`src/mimw_pkg.sv`:
```
// ----------------------------------------------------------------------------
// mimw_pkg
// Shared types and constants of the minimum-image wrap block.
// ----------------------------------------------------------------------------
package mimw_pkg;

	// Displacement words are signed Q15.16.
	localparam int DISP_WIDTH = 32;

	// Matrix entries are 21-bit two's complement fields, three to a row.
	localparam int MAT_BITS = 21;
	localparam int ROW_BITS = 3 * MAT_BITS;

	// Configuration port.
	localparam int CFG_DATA_W = ROW_BITS;
	localparam int CFG_IDX_W  = 3;

	localparam logic [CFG_IDX_W-1:0] REG_CELL_ROW0     = 3'd0;
	localparam logic [CFG_IDX_W-1:0] REG_CELL_ROW1     = 3'd1;
	localparam logic [CFG_IDX_W-1:0] REG_CELL_ROW2     = 3'd2;
	localparam logic [CFG_IDX_W-1:0] REG_INV_ROW0      = 3'd3;
	localparam logic [CFG_IDX_W-1:0] REG_INV_ROW1      = 3'd4;
	localparam logic [CFG_IDX_W-1:0] REG_INV_ROW2      = 3'd5;
	localparam logic [CFG_IDX_W-1:0] REG_PERIODIC_MASK = 3'd6;

	localparam logic [2:0] MASK_RESET = 3'b111;

	// Fractional coordinates are held 63 bits wide: they are clamped to +-2^61.
	localparam int FRAC_W = 63;
	// Width in which the fractional clamp is compared.
	localparam int SAT_W  = 64;
	// Fractional coordinates are split at this bit for the second transform.
	localparam int LO_BITS = 32;

	// Pipeline depth of the two transform units.
	localparam int FRAC_STAGES = 4;
	localparam int CART_STAGES = 3;
	localparam int NUM_STAGES  = FRAC_STAGES + CART_STAGES;

	typedef struct packed {
		logic signed [DISP_WIDTH-1:0] disp_x;
		logic signed [DISP_WIDTH-1:0] disp_y;
		logic signed [DISP_WIDTH-1:0] disp_z;
	} disp_t;

	typedef struct packed {
		logic signed [DISP_WIDTH-1:0] wrapped_x;
		logic signed [DISP_WIDTH-1:0] wrapped_y;
		logic signed [DISP_WIDTH-1:0] wrapped_z;
	} wrap_t;

	typedef struct packed {
		logic [2:0][ROW_BITS-1:0] cell_mat;
		logic [2:0][ROW_BITS-1:0] inv;
		logic [2:0]               periodic_mask;
	} cfg_t;

	typedef struct packed {
		logic [FRAC_STAGES-1:0] frac_en;
		logic [CART_STAGES-1:0] cart_en;
	} pipe_ctl_t;

	typedef logic [2:0][FRAC_W-1:0] frac_vec_t;

	// Column col of a packed matrix row, bits 20..0 being column 0.
	function automatic logic signed [MAT_BITS-1:0] mat_entry(
		input logic [ROW_BITS-1:0] row,
		input int                  col
	);
		return row[col*MAT_BITS +: MAT_BITS];
	endfunction

endpackage

```
`src/mimw_cfg_regs.sv`:
```
// ----------------------------------------------------------------------------
// mimw_cfg_regs
// Holds the cell matrix, its inverse and the periodic axis mask.
// ----------------------------------------------------------------------------
module mimw_cfg_regs import mimw_pkg::*; (
	input  logic                  clk,
	input  logic                  arst_n,
	input  logic                  cfg_wr_en,
	input  logic [CFG_IDX_W-1:0]  cfg_addr,
	input  logic [CFG_DATA_W-1:0] cfg_wdata,
	output cfg_t                  cfg
);

	cfg_t cfg_q;

	always_ff @(posedge clk or negedge arst_n) begin
		if (!arst_n) begin
			cfg_q.cell_mat      <= '0;
			cfg_q.inv           <= '0;
			cfg_q.periodic_mask <= MASK_RESET;
		end else if (cfg_wr_en) begin
			unique case (cfg_addr)
				REG_CELL_ROW0:     cfg_q.cell_mat[0]   <= cfg_wdata;
				REG_CELL_ROW1:     cfg_q.cell_mat[1]   <= cfg_wdata;
				REG_CELL_ROW2:     cfg_q.cell_mat[2]   <= cfg_wdata;
				REG_INV_ROW0:      cfg_q.inv[0]        <= cfg_wdata;
				REG_INV_ROW1:      cfg_q.inv[1]        <= cfg_wdata;
				REG_INV_ROW2:      cfg_q.inv[2]        <= cfg_wdata;
				REG_PERIODIC_MASK: cfg_q.periodic_mask <= cfg_wdata[2:0];
				default: begin
					// Writes beyond the register list are dropped.
				end
			endcase
		end
	end

	assign cfg = cfg_q;

endmodule

```
`config.mk`:
```
export PLATFORM = sky130hd
export DESIGN_NAME = mimw_cfg_regs
export DESIGN_NICKNAME = d
export VERILOG_FILES = /design/src/mimw_pkg.sv /design/src/mimw_cfg_regs.sv
export SDC_FILE = /design/constraint.sdc
export NUM_CORES = 1
export LEC_CHECK = 0
export ABC_AREA = 1
export BUFFER_PORTS_ARGS = -buffer_cell sky130_fd_sc_hd__buf_4
export CAP_MARGIN = 40
export CORE_MARGIN = 2
export CORE_UTILIZATION = 40
export DETAILED_ROUTE_END_ITERATION = 10
export SLEW_MARGIN = 0
export SYNTH_ARGS = -nofsm -noshare
export SYNTH_HDL_FRONTEND = slang
export SYNTH_SLANG_ARGS = --single-unit
```
`constraint.sdc`:
```
create_clock -name clk -period 0.8 [get_ports clk]
set_input_delay 0.16 -clock clk [delete_from_list [all_inputs] [get_ports clk]]
set_output_delay 0.16 -clock clk [all_outputs]
set_load 0.05 [all_outputs]
```
Yosys cells after proc, flatten, opt, wreduce, memory -nomap -nowiden
Index checks and enable logic that the tools add are counted.

Input bits: 69. Logic and storage cells: 21. Output and inout port bits: 381. Register bits after elaboration: 381.

Reductions and logical operators: 8. Equality and inequality tests: 6.

Operator list (number): $reduce_and 2->1 (7); $eq 3x3->1 const B (3); $eq 3x2->1 const B (2); $eq 3x1->1 const B (1); $logic_not 3->1 (1).

Logic depth before layout (Yosys ltp)
Gate-level depths: netlist of run 1.

Depth in word-level cells: 2. Gate-level depth with buffers: 7. Gate-level depth less buffers: 5.

Worst setup path before layout of run 1
No wires, ideal clock.

Path kind: input to register. Start: in cfg_wr_en. End: reg cfg_q (netlist bit cfg[192]). Required time: 681 ps. Path buffers: 2. Arrival: 911 ps. Setup time: 119 ps. Stages on the path: 7. Path slack: -230 ps. Cells stage by stage: inv_1 > nor2_1 > buf_2 > nand2_2 > buf_2 > nand2_1 > nand2_1.

Word-level cells in the longest chain between the ends: 1.

Ends and longest elaborated chain: start: declaration (RTL line mimw_cfg_regs.sv:8) `input logic cfg_wr_en,`; $reduce_and 2->1 (no source line); end: declaration (RTL line mimw_cfg_regs.sv:14) `cfg_t cfg_q;`.

No other way between the ends. A chain may end at the register's enable or synchronous reset.

Worst setup path in the final report of run 1
Start: reg cfg_q (netlist bit cfg[1]). End: out cfg[1] in the netlist's numbering.

RTL lines: end: declaration (RTL line mimw_cfg_regs.sv:11) `output cfg_t cfg`.

No word-level cell between the ends.

==> impl_metrics.tcl, run 1 <==
set metrics [dict create \
    crit_type "reg -> out" \
    wl_mm 54.7 \
    crit_buf_inv 1 \
    max_freq_mhz 709 \
    cts_max_path_buffers 3 \
    worstPathArrival_ps 1250 \
    final_common_cell "nand2_1" \
    cp_slowest_cell "dfstp_2" \
    area.growth.synth_to_final_pct 64.0 \
    route.vias.total 14100 \
    die_h_um 196 \
    p_switching_w 0.0300 \
    numPortBuffers 449 \
    maxSlewHeadroom_pct 77.9 \
    drt-met1-wl_mm 22.6 \
    p_int_w 0.0459 \
    start_kind "flip-flop" \
    path_clk_slew_ps 60 \
    dpl_worst_slack_ps -426 \
    yosysUniqueCellTypes 12 \
    yosysWarnings 0 \
    critical_path.max_stage_delay_ps 550 \
    cts_tree "yes" \
    fin_crit_sh_pct 176 \
    wl_met2_mm 25.5 \
    die_width_um 196 \
    antenna_found_initial 1 \
    final_cell_mix "nand2_1, buf_6, nand3_1" \
    pwr-share-seq_pct 34.7 \
    grt_pass1_vias 14000 \
    die_area_mm2 0.0384 \
    std_cell_rows 70 \
    synth_fp_nets 1722 \
    cp.required_ps 640 \
    endpoint_kind "output port" \
    drc 0 \
    power_per_cell_area_mw_per_mm2 3140 \
    power_leakage_nw 12.8 \
    cts_htree_levels 2 \
    fill_cells 2895 \
    hold_path_class "in -> async" \
    vdd.ir_drop.worst_v 0.00241 \
    wl_per_cell_um 19.4 \
    hold_viol_final 0 \
    hold_slack_ps 31.9 \
    highest_layer "met4" \
    grt_pass1_wl_mm 83.8 \
    fin_ws_ps -609 \
    ys_seq_elements 381 \
    final_cells 2817 \
    grt.total_usage_pct 28.3 \
    worstMarginPinSlew_ps 332 \
    path_delay_family "flip-flops" \
    largest_reg_flops 381 \
    grt_max_degree 63 \
    cts_buffers 42 \
    drt_first_pass_iters 5 \
    synthCells 1653 \
    grt_overflow 0 \
    route.met3.wl_mm 4.61 \
    rsz0062_at_grt "yes" \
    violations "setup timing" \
    clk_latency_ps 530 \
    path_cells "buf_8" \
    status "finished with violations" \
    nNetsFinal 2385 \
    syn_area_mm2 0.0147 \
    numClockSinks 381 \
    drt-initial-drc-count 1016 \
    insertedDiodeCount 0 \
    viasPerCell 5.00 \
    dp.cells 2548 \
    finalSetupTns_ps -176740 \
    place_hpwl_mm 36.1 \
    core_mm2 0.0364 \
    clock-root-buffer "clkbuf_16" \
    fin_crit_ps 1410 \
    io_pins 450 \
    clock_skew_ps 0 \
    syn-mean-instance-area_um2 8.92 \
    drive_gt1_share_pct 37.7 \
    yosysSeqAreaShare_pct 64.7 \
    sw_frac_of_total_pct 39.5 \
    pwr-share-clk_pct 26.0 \
    crit_fanout 2 \
    start_util_pct 40.5 \
    setup_viol 391 \
    maxCapViolations 0 \
    slew_violations 0 \
    gp_congestion 0.870 \
    comb_power_share_pct 39.3 \
    drtAntennaViolNets 0 \
]
==> per-layer routing <==
| metal | global-route usage (%) | up-vias |
|---|---|---|
| li1 | - | 6506 |
| met3 | 6.33 | 109 |
| met5 | 0 | - |
| met2 | 45.0 | 630 |
| met1 | 38.2 | 6854 |
| met4 | 10.4 | 0 |
==> area by class of cell <==
class | count | area, um^2 | share of cell area [%]
Clock buffer | 69 | 1330 | 5.48
Clock inverter | 8 | 96.3 | 0.398
Inverter | 6 | 37.5 | 0.155
Multi-Input combinational cell | 1162 | 4810 | 19.9
Sequential cell | 381 | 9700 | 40.1
Tap cell | 468 | 586 | 2.42
Timing Repair Buffer | 723 | 7630 | 31.5
==> path summary, 6_finish.rpt <==
path                                       from              endpoint  slack [ps]  depth (start not counted)
max                          cfg[1]$_DFFE_PN1P_                cfg[1]        -610                          1
min                                      arst_n  cfg[168]$_DFFE_PN0P_          30                          2
max reg2reg                cfg[292]$_DFFE_PN0P_  cfg[292]$_DFFE_PN0P_         -80                          4
min reg2reg                  cfg[2]$_DFFE_PN1P_    cfg[2]$_DFFE_PN1P_         470                          2
max in group asynchronous                arst_n  cfg[120]$_DFFE_PN0P_         120                          4
min in group clk                    cfg_addr[1]    cfg[2]$_DFFE_PN1P_         110                          6
==> kinds of logic after synthesis <==
family                 after synthesis  share of synthesized area [%]
flip-flops                         381                           64.7
buffers and inverters              110                           3.52
AND/OR/NAND/NOR                   1162                           31.8
==> repair_timing <==
action	4_1_cts	5_1_grt
hold buffers	64	0
gates resized for setup	387	27
pin swaps	0	6
setup buffers	66	62
endpoints found under the setup margin	381	390
hold endpoints to repair	762	0
==> synthesized netlist by cell type <==
cell type,instances,share of area [%]
inv_2,1,0.025
buf_2,85,2.9
nand2_2,4,0.17
nor2_2,2,0.085
dfrtp_1,378,64
clkbuf_1,16,0.41
nand2_1,899,23
inv_1,5,0.13
dfstp_2,3,0.53
buf_1,3,0.076
nand3_1,252,8.6
nor2_1,5,0.13
==> stage by stage <==
step	cell area, um^2	utilization (%)	total power [W]
2_1_floorplan	15300	-	0.0416
3_3_place_gp	19600	53.9	0.0509
3_5_place_dp	19600	53.9	0.0512
4_1_cts	23600	64.9	0.0752
5_1_grt	24200	66.4	0.0787
6_report	24200	66.4	0.0759
==> power by group through the flow <==
stage	Sequential (W)	Combinational (W)	Clock, W
2_1_floorplan	0.0382	0.00341	0
3_3_place_gp	0.0258	0.0251	0
3_5_place_dp	0.0258	0.0254	0
4_1_cts	0.0262	0.0289	0.0201
5_1_grt	0.0266	0.0312	0.0209
6_report	0.0263	0.0298	0.0198
No activity file was read; power rests on OpenSTA's default activity.
==> inputs of run 2 (changes only) <==
==> constraint.sdc (replaced) <==
create_clock -name clk -period 1.8 [get_ports clk]
set_input_delay 0.36 -clock clk [delete_from_list [all_inputs] [get_ports clk]]
set_output_delay 0.36 -clock clk [all_outputs]
set_load 0.1 [all_outputs]
==> run 2 against run 1 <==
Effect of this change:
- the flow now finishes without violations
- sequential power fell by 57%
- final cell count shrank 7.7%
- largest cell class unchanged
- die area unchanged
- sequential share of layout area is 6.7 points higher
- register-to-register slack better by 1200 ps
- critical endpoint is now cfg[2]
==> impl_metrics.tcl, run 2 (same netlist as run 1, synthesis figures left out) <==
set metrics [dict create \
    status "finished, final reports clean" \
    clk_latency_ps 530 \
    wl_per_cell_um 20.0 \
    place_hpwl_mm 35.5 \
    drive_gt1_share_pct 27.7 \
    max_freq_mhz 580 \
    grt_max_degree 67 \
    final_common_cell "nand2_1" \
    crit_buf_inv 1 \
    final_cell_mix "nand2_1, buf_4, dfrtp_1" \
    nNetsFinal 2168 \
    viasPerCell 5.03 \
    fin_ws_ps 76.3 \
    finalSetupTns_ps 0 \
    power_leakage_nw 11.4 \
    power_per_cell_area_mw_per_mm2 1830 \
    hold_path_class "in -> reg" \
    path_cells "buf_4" \
    cts_htree_levels 2 \
    crit_type "reg -> out" \
    drt_first_pass_iters 5 \
    hold_viol_final 0 \
    vdd.ir_drop.worst_v 0.00129 \
    fill_cells 3364 \
    crit_fanout 2 \
    drt-initial-drc-count 898 \
    area.growth.synth_to_final_pct 38.2 \
    drtAntennaViolNets 0 \
    path_delay_family "flip-flops" \
    fin_crit_ps 1720 \
    cts_max_path_buffers 3 \
    fin_crit_sh_pct 95.8 \
    gp_congestion 0.828 \
    cts_buffers 42 \
    clock_skew_ps 0 \
    grt_overflow 0 \
    cts_tree "yes" \
    drc 0 \
    std_cell_rows 70 \
    cp_slowest_cell "dfstp_2" \
    route.vias.total 13100 \
    worstMarginPinSlew_ps 617 \
    maxSlewHeadroom_pct 58.8 \
    insertedDiodeCount 0 \
    maxCapViolations 0 \
    die_width_um 196 \
    wl_mm 51.9 \
    clock-root-buffer "clkbuf_16" \
    slew_violations 0 \
    start_kind "flip-flop" \
    grt.total_usage_pct 27.0 \
    critical_path.max_stage_delay_ps 530 \
    die_area_mm2 0.0384 \
    dpl_worst_slack_ps 190 \
    numPortBuffers 449 \
    largest_reg_flops 381 \
    antenna_found_initial 0 \
    path_clk_slew_ps 60 \
    rsz0062_at_grt "no" \
    numClockSinks 381 \
    endpoint_kind "output port" \
    start_util_pct 40.5 \
    cp.required_ps 1440 \
    die_h_um 196 \
    grt_pass1_vias 13000 \
    io_pins 450 \
    core_mm2 0.0364 \
    post_cts_resized 0 \
    grt_pass1_wl_mm 79.7 \
    setup_viol 0 \
    worstPathArrival_ps 1360 \
]
[run 2: changes by cell type in the layout (fill, tap and decap cells not counted), sizes merged]
cell         before  now
inv               7    6
clkbuf           69   68
bufinv            2    1
dlygate4sd3      64    1
clkinv            5    7
buf             659  505
[run 2: final timing paths]
path	startpoint	to	slack, ps	cells past startpoint
min in group asynchronous	arst_n	cfg[111]$_DFFE_PN0P_	320	2
setup / recovery	cfg[2]$_DFFE_PN1P_	cfg[2]	80	1
hold / removal	cfg_wdata[4]	cfg[133]$_DFFE_PN0P_	100	3
hold reg to reg	cfg[270]$_DFFE_PN0P_	cfg[270]$_DFFE_PN0P_	470	2
max in group asynchronous	arst_n	cfg[302]$_DFFE_PN0P_	750	4
setup reg to reg	cfg[2]$_DFFE_PN1P_	cfg[2]$_DFFE_PN1P_	1110	2
[run 2: repair_timing]
action,4_1_cts,5_1_grt
endpoints found under the hold margin,30,0
setup buffers,0,0
hold buffers,1,0
[run 2: per-stage QoR]
stage          area, um^2  instances  hold slack (ps)  total power (W)  util (%)
4_1_cts             20400       2599             67.2           0.0376      55.9
5_1_grt             20400       2599             83.3           0.0386      55.9
3_3_place_gp        18900       2522              303           0.0287      52.0
2_1_floorplan       14700       1653             64.4           0.0245         -
6_report            20400       2599             97.1           0.0374      55.9
3_5_place_dp        18900       2522              305           0.0288      52.0
[run 2: layout make-up]
| cell class | instances | area [um^2] | area share (%) |
|---|---|---|---|
| clock buffers | 68 | 1360 | 6.69 |
| clock inverters | 8 | 65.1 | 0.319 |
| inverters | 6 | 22.5 | 0.110 |
| multi-input cells | 1162 | 4740 | 23.2 |
| flip-flops and latches | 381 | 9540 | 46.8 |
| well taps | 468 | 586 | 2.87 |
| repair buffers | 506 | 4070 | 20.0 |
[run 2: per-layer routing]
metal  up-vias  wire length, um  global-route usage, %
li1       6081                -                      -
met1      6392            21800                   36.5
met2       522            24000                   42.3
met3        90             4290                   7.29
met4         0             1750                   9.34
met5         -                0                      0
[run 2: report_power, final]
group / switching (W) / total, W / leakage [nW] / internal, W
Sequential: 0.00102 / 0.0112 / 4.79 / 0.0102
Clock: 0.00341 / 0.00872 / 0.713 / 0.00530
Combinational: 0.0146 / 0.0175 / 5.86 / 0.00291
Total: 0.0190 / 0.0374 / 11.4 / 0.0184
[run 2: worst min-delay path: cells and delay by family]
family | cells | cell delay, ps
AND/OR/NAND/NOR | 2 | 110
buffers and inverters | 1 | 130
