<file path="config.mk">
export PLATFORM = sky130hd
export DESIGN_NAME = mimw_pipe_ctrl
export DESIGN_NICKNAME = d
export VERILOG_FILES = /design/src/mimw_pkg.sv /design/src/mimw_pipe_ctrl.sv
export SDC_FILE = /design/constraint.sdc
export NUM_CORES = 1
export LEC_CHECK = 0
export BUFFER_PORTS_ARGS = -buffer_cell sky130_fd_sc_hd__buf_4
export CELL_PAD_IN_SITES_DETAIL_PLACEMENT = 1
export CELL_PAD_IN_SITES_GLOBAL_PLACEMENT = 2
export CORE_AREA = 3 3 40 42
export CTS_CLUSTER_SIZE = 20
export DETAILED_ROUTE_END_ITERATION = 10
export DIE_AREA = 0 0 43 45
export PLACE_DENSITY = 0.73
export SLEW_MARGIN = 5
export SYNTH_ARGS = -nofsm -noshare
export SYNTH_HDL_FRONTEND = slang
export SYNTH_SLANG_ARGS = --single-unit
</file>
<file path="constraint.sdc">
create_clock -name clk -period 2.25 [get_ports clk]
set_clock_uncertainty 0.05 [all_clocks]
set_input_delay 0.225 -clock clk [delete_from_list [all_inputs] [get_ports clk]]
set_output_delay 0.225 -clock clk [all_outputs]
set_load 0.05 [all_outputs]
</file>
<file path="src/mimw_pkg.sv">
// ----------------------------------------------------------------------------
// mimw_pkg
// Shared types and constants of the minimum-image wrap block.
// ----------------------------------------------------------------------------
package mimw_pkg;

	// Displacement words are signed Q15.16.
	localparam int DISP_WIDTH = 32;

	// Matrix entries are 21-bit two's complement fields, three to a row.
	localparam int MAT_BITS = 21;
	localparam int ROW_BITS = 3 * MAT_BITS;

	// Configuration port.
	localparam int CFG_DATA_W = ROW_BITS;
	localparam int CFG_IDX_W  = 3;

	localparam logic [CFG_IDX_W-1:0] REG_CELL_ROW0     = 3'd0;
	localparam logic [CFG_IDX_W-1:0] REG_CELL_ROW1     = 3'd1;
	localparam logic [CFG_IDX_W-1:0] REG_CELL_ROW2     = 3'd2;
	localparam logic [CFG_IDX_W-1:0] REG_INV_ROW0      = 3'd3;
	localparam logic [CFG_IDX_W-1:0] REG_INV_ROW1      = 3'd4;
	localparam logic [CFG_IDX_W-1:0] REG_INV_ROW2      = 3'd5;
	localparam logic [CFG_IDX_W-1:0] REG_PERIODIC_MASK = 3'd6;

	localparam logic [2:0] MASK_RESET = 3'b111;

	// Fractional coordinates are held 63 bits wide: they are clamped to +-2^61.
	localparam int FRAC_W = 63;
	// Width in which the fractional clamp is compared.
	localparam int SAT_W  = 64;
	// Fractional coordinates are split at this bit for the second transform.
	localparam int LO_BITS = 32;

	// Pipeline depth of the two transform units.
	localparam int FRAC_STAGES = 4;
	localparam int CART_STAGES = 3;
	localparam int NUM_STAGES  = FRAC_STAGES + CART_STAGES;

	typedef struct packed {
		logic signed [DISP_WIDTH-1:0] disp_x;
		logic signed [DISP_WIDTH-1:0] disp_y;
		logic signed [DISP_WIDTH-1:0] disp_z;
	} disp_t;

	typedef struct packed {
		logic signed [DISP_WIDTH-1:0] wrapped_x;
		logic signed [DISP_WIDTH-1:0] wrapped_y;
		logic signed [DISP_WIDTH-1:0] wrapped_z;
	} wrap_t;

	typedef struct packed {
		logic [2:0][ROW_BITS-1:0] cell_mat;
		logic [2:0][ROW_BITS-1:0] inv;
		logic [2:0]               periodic_mask;
	} cfg_t;

	typedef struct packed {
		logic [FRAC_STAGES-1:0] frac_en;
		logic [CART_STAGES-1:0] cart_en;
	} pipe_ctl_t;

	typedef logic [2:0][FRAC_W-1:0] frac_vec_t;

	// Column col of a packed matrix row, bits 20..0 being column 0.
	function automatic logic signed [MAT_BITS-1:0] mat_entry(
		input logic [ROW_BITS-1:0] row,
		input int                  col
	);
		return row[col*MAT_BITS +: MAT_BITS];
	endfunction

endpackage

</file>
<file path="src/mimw_pipe_ctrl.sv">
// ----------------------------------------------------------------------------
// mimw_pipe_ctrl
// Valid bits of the datapath stages and the per-stage load enables.
// ----------------------------------------------------------------------------
module mimw_pipe_ctrl import mimw_pkg::*; (
	input  logic      clk,
	input  logic      arst_n,
	input  logic      in_valid,
	output logic      in_ready,
	output logic      out_valid,
	input  logic      out_ready,
	output pipe_ctl_t ctl
);

	logic [NUM_STAGES-1:0] vld_q;
	logic [NUM_STAGES-1:0] en;

	// A stage loads when it is empty or when its word moves on, so bubbles
	// collapse even while the output is stalled.
	always_comb begin
		en[NUM_STAGES-1] = !vld_q[NUM_STAGES-1] || out_ready;
		for (int k = NUM_STAGES - 2; k >= 0; k--) begin
			en[k] = !vld_q[k] || en[k+1];
		end
	end

	always_ff @(posedge clk or negedge arst_n) begin
		if (!arst_n) begin
			vld_q <= '0;
		end else begin
			if (en[0]) begin
				vld_q[0] <= in_valid;
			end
			for (int k = 1; k < NUM_STAGES; k++) begin
				if (en[k]) begin
					vld_q[k] <= vld_q[k-1];
				end
			end
		end
	end

	assign in_ready    = en[0];
	assign out_valid   = vld_q[NUM_STAGES-1];
	assign ctl.frac_en = en[FRAC_STAGES-1:0];
	assign ctl.cart_en = en[NUM_STAGES-1:FRAC_STAGES];

`ifndef ASSERT_OFF
	// A stalled stage keeps its word.
	a_stall_holds: assert property (@(posedge clk) disable iff (!arst_n)
		1'b1 |=> ((vld_q & $past(vld_q & ~en)) == $past(vld_q & ~en)))
		else $error("stalled stage lost its word");

	// At most one word enters per cycle, so occupancy grows by one at most.
	a_no_dup: assert property (@(posedge clk) disable iff (!arst_n)
		1'b1 |=> ($countones(vld_q) <= $past($countones(vld_q)) + 1))
		else $error("pipeline occupancy grew by more than one");

	// An empty pipeline always takes a word.
	a_empty_ready: assert property (@(posedge clk) disable iff (!arst_n)
		(vld_q == '0) |-> in_ready)
		else $error("empty pipeline not ready");
`endif

endmodule

</file>
* After elaboration in Yosys (flattened, before gate mapping)
Cells that the tools add are included.
Widths: inputs -> output; s select.
** Storage, ports and cells
- Register bits :: 7
- Bits of input ports :: 4
- Output and inout port bits :: 9
- Word-level logic and storage cells :: 21
** Cells by class
- Reductions and logical operators :: 14
** Operator list (number)
- $logic_not 1->1 :: 7
- $logic_or 1x1->1 :: 7

* Logic depth before layout (Yosys ltp)
Gate-level depths: netlist of run 1.
- Word-level depth :: 8
- Gate-level depth with buffers :: 4
- Depth with buffers taken out :: 2

* Worst setup path before layout of run 1
Ideal clock, no wire load.
- Kind :: register to output
- Start :: reg vld_q[6]
- End :: out ctl[3] (netlist name)
- Arrival time :: 1.959 ns
- Data required time :: 1.975 ns
- Setup slack :: 0.016 ns
- Cell stages (with the launch flop) :: 5
- Cell sequence :: dfrtp_1 -> and4b_1 -> buf_6 -> nand4_1 -> buf_4
** Between the ends
- Word-level cells in the longest chain between the ends :: 8
** RTL lines
- from (decl) :: line mimw_pipe_ctrl.sv:15 : logic [NUM_STAGES-1:0] vld_q;
- from (signal, indexed assignment) :: line mimw_pipe_ctrl.sv:36 : vld_q[k] <= vld_q[k-1];
- $logic_not 1->1 :: line mimw_pipe_ctrl.sv:21 : en[NUM_STAGES-1] = !vld_q[NUM_STAGES-1] || out_ready;
- $logic_or 1x1->1 :: line mimw_pipe_ctrl.sv:21
- $logic_or 1x1->1 (6 in a row) :: line mimw_pipe_ctrl.sv:23 : en[k] = !vld_q[k] || en[k+1];
- to (decl) :: line mimw_pipe_ctrl.sv:12 : output pipe_ctl_t ctl
Every way passes these cells.

* Worst setup path after layout of run 1
- Start :: reg vld_q[6]
- End :: out in_ready
** Between the ends
- Word-level cells in the longest chain between the ends :: 8
** RTL lines
- $logic_not 1->1 :: line mimw_pipe_ctrl.sv:21
- $logic_or 1x1->1 :: line mimw_pipe_ctrl.sv:21
- $logic_or 1x1->1 (6 in a row) :: line mimw_pipe_ctrl.sv:23
- to (decl) :: line mimw_pipe_ctrl.sv:9 : output logic in_ready,
Every way passes these cells.

==> flow_summary.yaml, run 1 <==
outcome:
  outcome: "finished, final reports clean"
place:
  place_congestion: 0.676
  place_inst: 50
  io_buffers: 12
  hpwlAfterDp_um: 581
  dpl_cell_area_um2: 389
cells_and_area:
  final_common_cell: "buf_4"
  largest_reg_flops: 7
  area_delta_synth_final_pct: 39.9
  largest_register: "vld_q"
  drive_gt1_share_pct: 37.5
  layout_common_cells: "buf_4 (12), dfrtp_1 (7), nand2b_1 (3), clkbuf_4 (3)"
  fin_area_um2: 425
  final_cells: 55
  diodes: 0
  fin_nets: 45
  fill_cells: 150
  top_regs: "vld_q: 7 flops"
route:
  antenna_left: 0
  totalWireLength_um: 715
  avgViaCountPerCell: 4.31
  vias: 237
  routedWlPerCell_um: 13.0
  first_iter_violations: 1
  first_pass_iters: 2
  drc: 0
die:
  rows: 13
  io_pins: 13
  coreArea_um2: 1280
  initial_core_util_pct: 23.7
  dieHeight_um: 45
  fp.dieW_um: 43
  dieArea_um2: 1940
clocking:
  cts_buffer_depth: 2
  h-tree-depth: 1
  cts.clk_slew.worst_paths_ns: 0.05
  cts_tree: "built"
  cts.sinks: 7
  cts_resized: 0
  clock_latency_ns: 0.24
  post_cts_buffers: 0
  ctsHoldBuffers: 1
  numCtsBuffers: 3
  clock-root-buffer: "clkbuf_4"
synthesis:
  synth.avg_cell_area_um2: 11.7
  synthDistinctLibCells: 16
  synthCells: 26
  ys_ff_latch: 7
  ys_warn_count: 0
  syn_area_um2: 304
  ys_seq_area_share_pct: 57.6
  syn-num-nets: 30
timing:
  tightest_slew_ns: 0.349
  max_freq_mhz: 579
  finalHoldViolCount: 0
  rsz0062_at_grt: "false"
  setup_viol: 0
  period_share_pct: 76.8
  timing.slew.headroom_pct: 76.7
  fin_crit_ns: 1.73
  tns_ns: 0
  slew_violations: 0
worst_hold_path:
  hp-class: "in -> reg"
  hp-start: "in_valid"
global_routing:
  grt_use_total_pct: 9.14
  antenna_found_initial: 0
  overflow: 0
  grt_pass1_vias: 265
  grt_pass1_wl_um: 1280
  grt_max_degree: 11
worst_setup_path:
  crit_required_ns: 1.98
  critPathMaxFanout: 10
  startpoint_type: "flip-flop"
  r2r-start: "vld_q[5]$_DFFE_PN0P_"
  crit_type: "reg -> out"
  end_kind: "primary output"
  cp-startpoint: "vld_q[6]$_DFFE_PN0P_"
  cp_data_arrival_time_ns: 1.45
power:
  powerDensity_nw_per_um2: 1010
  power.leakage_nw: 0.193
  ir_drop_v: 0.000331
  report.power.total_w: 0.000429
run:
  cap_violations: 0
-- final cells by class --
type / count / area (um2) / area share [%]
flip-flops and latches: 7 / 175 / 41.2
multi-input cells: 15 / 101 / 23.8
repair buffers: 13 / 100 / 23.5
clock buffers: 4 / 26.3 / 6.18
well taps: 15 / 18.8 / 4.41
inverters: 1 / 3.75 / 0.882
-- cell families after synthesis --
| family | synth area share [%] |
|---|---|
| flops | 57.6 |
| compound gates | 11.1 |
| simple gates | 22.2 |
| buf+inv | 9.05 |
-- Yosys cell counts --
cell	instances	area, um2
nand2b_1	3	18.8
buf_2	1	5.00
dfrtp_1	7	175
and2_1	1	6.26
inv_1	1	3.75
buf_4	1	7.51
nand3b_1	1	7.51
a21o_1	2	15.0
or2_1	1	6.26
and4b_1	1	10.0
nand2_1	2	7.51
nand4_1	1	6.26
nand3_1	1	5.00
a41o_1	1	10.0
a31o_1	1	8.76
buf_6	1	11.3
-- metal layers --
metal  vias to the layer above  track usage (%)  routed length [um]
li1                        117                -                   -
met1                       116             8.85                 257
met2                         4             16.8                 418
met3                         0             4.38                  39
met4                         0             3.61                   0
met5                         -                0                   0
-- final timing paths --
check | cells past startpoint | slack, ns | to
setup / recovery | 3 | 0.52 | in_ready
min in group asynchronous | 2 | 0.29 | vld_q[0]$_DFFE_PN0P_
hold reg to reg | 1 | 0.41 | vld_q[3]$_DFFE_PN0P_
setup reg to reg | 2 | 1.10 | vld_q[0]$_DFFE_PN0P_
hold / removal | 2 | 0.13 | vld_q[0]$_DFFE_PN0P_
max in group asynchronous | 2 | 1.74 | vld_q[1]$_DFFE_PN0P_
-- per-stage QoR --
step           hold slack (ns)  util (%)  setup slack, ns
2_1_floorplan           -0.121         -           0.0157
3_3_place_gp           -0.0112      30.3            0.825
3_5_place_dp          -0.00827      30.3            0.755
4_1_cts                  0.122      33.1            0.481
5_1_grt                  0.129      33.1            0.376
6_report                 0.128      33.1            0.523
-- power by group --
part	internal, W	switching, W
Sequential	0.000145	0.0000144
Combinational	0.0000493	0.000110
Clock	0.0000674	0.0000427
-- critical path, stage by stage, from the launching register on --
cell	delay (ns)
dfrtp_1	0.38
and4b_1	0.42
nand4_1	0.18
buf_4	0.23
(Power assumes the default switching activity.)
==> run 2: changes to the inputs <==
==> constraint.sdc (replaced) <==
create_clock -name clk -period 1.7 [get_ports clk]
set_clock_uncertainty 0.05 [all_clocks]
set_input_delay 0.17 -clock clk [delete_from_list [all_inputs] [get_ports clk]]
set_output_delay 0.17 -clock clk [all_outputs]
set_load 0.05 [all_outputs]
==> run 2 against run 1 <==
  * Design area rose by 0.59%
  * Clock-buffer cell count did not move
  * Register-to-register slack worse by 0.52 ns
  * Sequential share of layout area increased by 0.052 points
  * Hold slack got worse by 0.074 ns
  * Final cell count did not move
  * Utilization rose by 0.19 points
  * Global-route usage decreased by 1.9 points
  * Routed wire length fell by 12%
  * Non-clock buffer count stayed put
  * Critical path type unchanged
  * Critical endpoint is now ctl[3]
  * Largest cell class unchanged
==> flow_summary.yaml, run 2 (same netlist as run 1, synthesis figures left out) <==
power:
  power.leakage_nw: 0.193
  power.share.switching_pct: 39.1
  ir_drop_v: 0.000323
  combPwrFrac_pct: 36.7
  clkPwrFrac_pct: 26.5
  powerDensity_nw_per_um2: 1340
  p_int_w: 0.000348
  seqPwrFrac_pct: 36.8
  switching_power_w: 0.000223
route:
  drc: 0
  totalWireLength_um: 626
  vias: 238
  first_pass_iters: 4
  antenna_left: 0
  routedWlPerCell_um: 11.4
  avgViaCountPerCell: 4.33
  first_iter_violations: 1
die:
  dieHeight_um: 45
  initial_core_util_pct: 23.7
  coreArea_um2: 1280
  dieArea_um2: 1940
  fp.dieW_um: 43
  rows: 13
  io_pins: 13
cells_and_area:
  final_common_cell: "buf_4"
  drive_gt1_share_pct: 42.5
  layout_common_cells: "buf_4 (12), dfrtp_1 (6), nand2b_1 (3), clkbuf_4 (3)"
  seqCellArea_um2: 176
  final_cells: 55
  largest_register: "vld_q"
  area_delta_synth_final_pct: 40.7
  diodes: 0
  largest_reg_flops: 7
  fill_cells: 162
  top_regs: "vld_q: 7 flops"
  multi_input_area_um2: 103
  fin_nets: 45
timing:
  setup_viol: 0
  tns_ns: 0
  period_share_pct: 90.9
  slew_violations: 0
  max_freq_mhz: 647
  tightest_slew_ns: 0.204
  rsz0062_at_grt: "false"
  timing.slew.headroom_pct: 86.4
  fin_crit_ns: 1.55
  finalHoldViolCount: 0
worst_setup_path:
  cp_cell_sequence: "and4b_2 -> nand4_1 -> buf_4"
  crit_type: "reg -> out"
  end_kind: "primary output"
  path_delay_family: "simple AND/OR/NAND/NOR gates"
  r2r-end: "vld_q[0]$_DFFE_PN0P_"
  cpPeakStageDelay_ns: 0.38
  crit_slowest_cell: "dfrtp_2"
  startpoint_type: "flip-flop"
  reg2reg_depth: 2
  cp_data_arrival_time_ns: 1.33
  crit_buf_inv: 1
  r2r_slack_ns: 0.58
  critPathMaxFanout: 10
  r2r-start: "vld_q[6]$_DFFE_PN0P_"
  crit_required_ns: 1.48
global_routing:
  overflow: 0
  antenna_found_initial: 0
  grt_pass1_wl_um: 993
  met3_usage_pct: 3.19
  grt_busiest_layer: "met2"
  grt_use_total_pct: 7.23
  grt_max_degree: 11
  grt_pass1_vias: 234
  met1_usage_pct: 8.19
  grt_use_met2_pct: 9.88
worst_hold_path:
  hp-class: "in -> reg"
  whs_path_depth: 2
  holdPathEnd: "vld_q[0]$_DFFE_PN0P_"
  hp-start: "in_valid"
clocking:
  cts.clk_slew.worst_paths_ns: 0.05
  post_cts_buffers: 0
  cts.sinks: 7
  h-tree-depth: 1
  cts_buffer_depth: 2
  clock_latency_ns: 0.25
  numCtsBuffers: 3
  clock-root-buffer: "clkbuf_4"
  cts_tree: "built"
place:
  io_buffers: 12
  place_inst: 50
  hpwlAfterDp_um: 507
  place_congestion: 0.684
run:
  cap_violations: 0
outcome:
  outcome: "finished, final reports clean"
==> run 2: what timing repair did <==
| action | CTS | global route |
|---|---|---|
| hold endpoints to repair | 7 | 0 |
| resized for setup | 0 | 1 |
| hold buffers | 1 | 0 |
| endpoints found under the setup margin | 0 | 2 |
==> run 2: metrics by stage <==
stage	area (um2)	total power, W	utilization [%]	hold WS, ns	setup slack, ns
after floorplan	309	0.000375	-	-0.176	-0.298
after global placement	390	0.000418	30.4	-0.0667	0.347
after detailed placement	390	0.000423	30.4	-0.0647	0.317
after CTS	427	0.000584	33.2	0.0450	0.0450
after global routing	428	0.000603	33.3	0.0496	0.0592
final	428	0.000572	33.3	0.0536	0.155
==> run 2: how the worst max path moves through the flow <==
| stage | startpoint | end | slack, ns | depth (start not counted) |
|---|---|---|---|---|
| 2_1_floorplan | vld_q[6]$_DFFE_PN0P_ | ctl[3] | -0.30 | 4 |
| 3_3_place_gp | vld_q[6]$_DFFE_PN0P_ | ctl[3] | 0.35 | 3 |
| 3_5_place_dp | vld_q[6]$_DFFE_PN0P_ | ctl[3] | 0.32 | 3 |
| 4_1_cts | vld_q[6]$_DFFE_PN0P_ | ctl[3] | 0.04 | 3 |
| 5_1_grt | vld_q[6]$_DFFE_PN0P_ | ctl[3] | 0.06 | 3 |
| 6_report | vld_q[6]$_DFFE_PN0P_ | ctl[3] | 0.15 | 3 |
==> run 2: worst register-to-register path, cell delays in order (launching register included) <==
cell and delay, ns:
dfrtp_2 0.41, and4b_2 0.30, a41o_1 0.25
==> run 2: cell type report <==
cell class,count,share of cell area (%)
Multi-Input combinational cell,15,24.0
Inverter,1,0.877
Tap cell,15,4.39
Clock buffer,4,6.14
Sequential cell,7,41.2
Timing Repair Buffer,13,23.4
==> run 2: power by group through the flow <==
stage | combinational [W] | clock [W] | sequential [W]
finish | 0.000210 | 0.000151 | 0.000211
global route | 0.000222 | 0.000166 | 0.000215
CTS | 0.000211 | 0.000162 | 0.000211
detailed placement | 0.000209 | 0 | 0.000214
global placement | 0.000207 | 0 | 0.000211
floorplan | 0.000159 | 0 | 0.000216
==> run 2: metal layers <==
metal / vias to the layer above / part of all wire (%)
li1: 116 / -
met1: 111 / 39
met2: 9 / 48
met3: 2 / 8.5
met4: 0 / 3.7
met5: - / 0
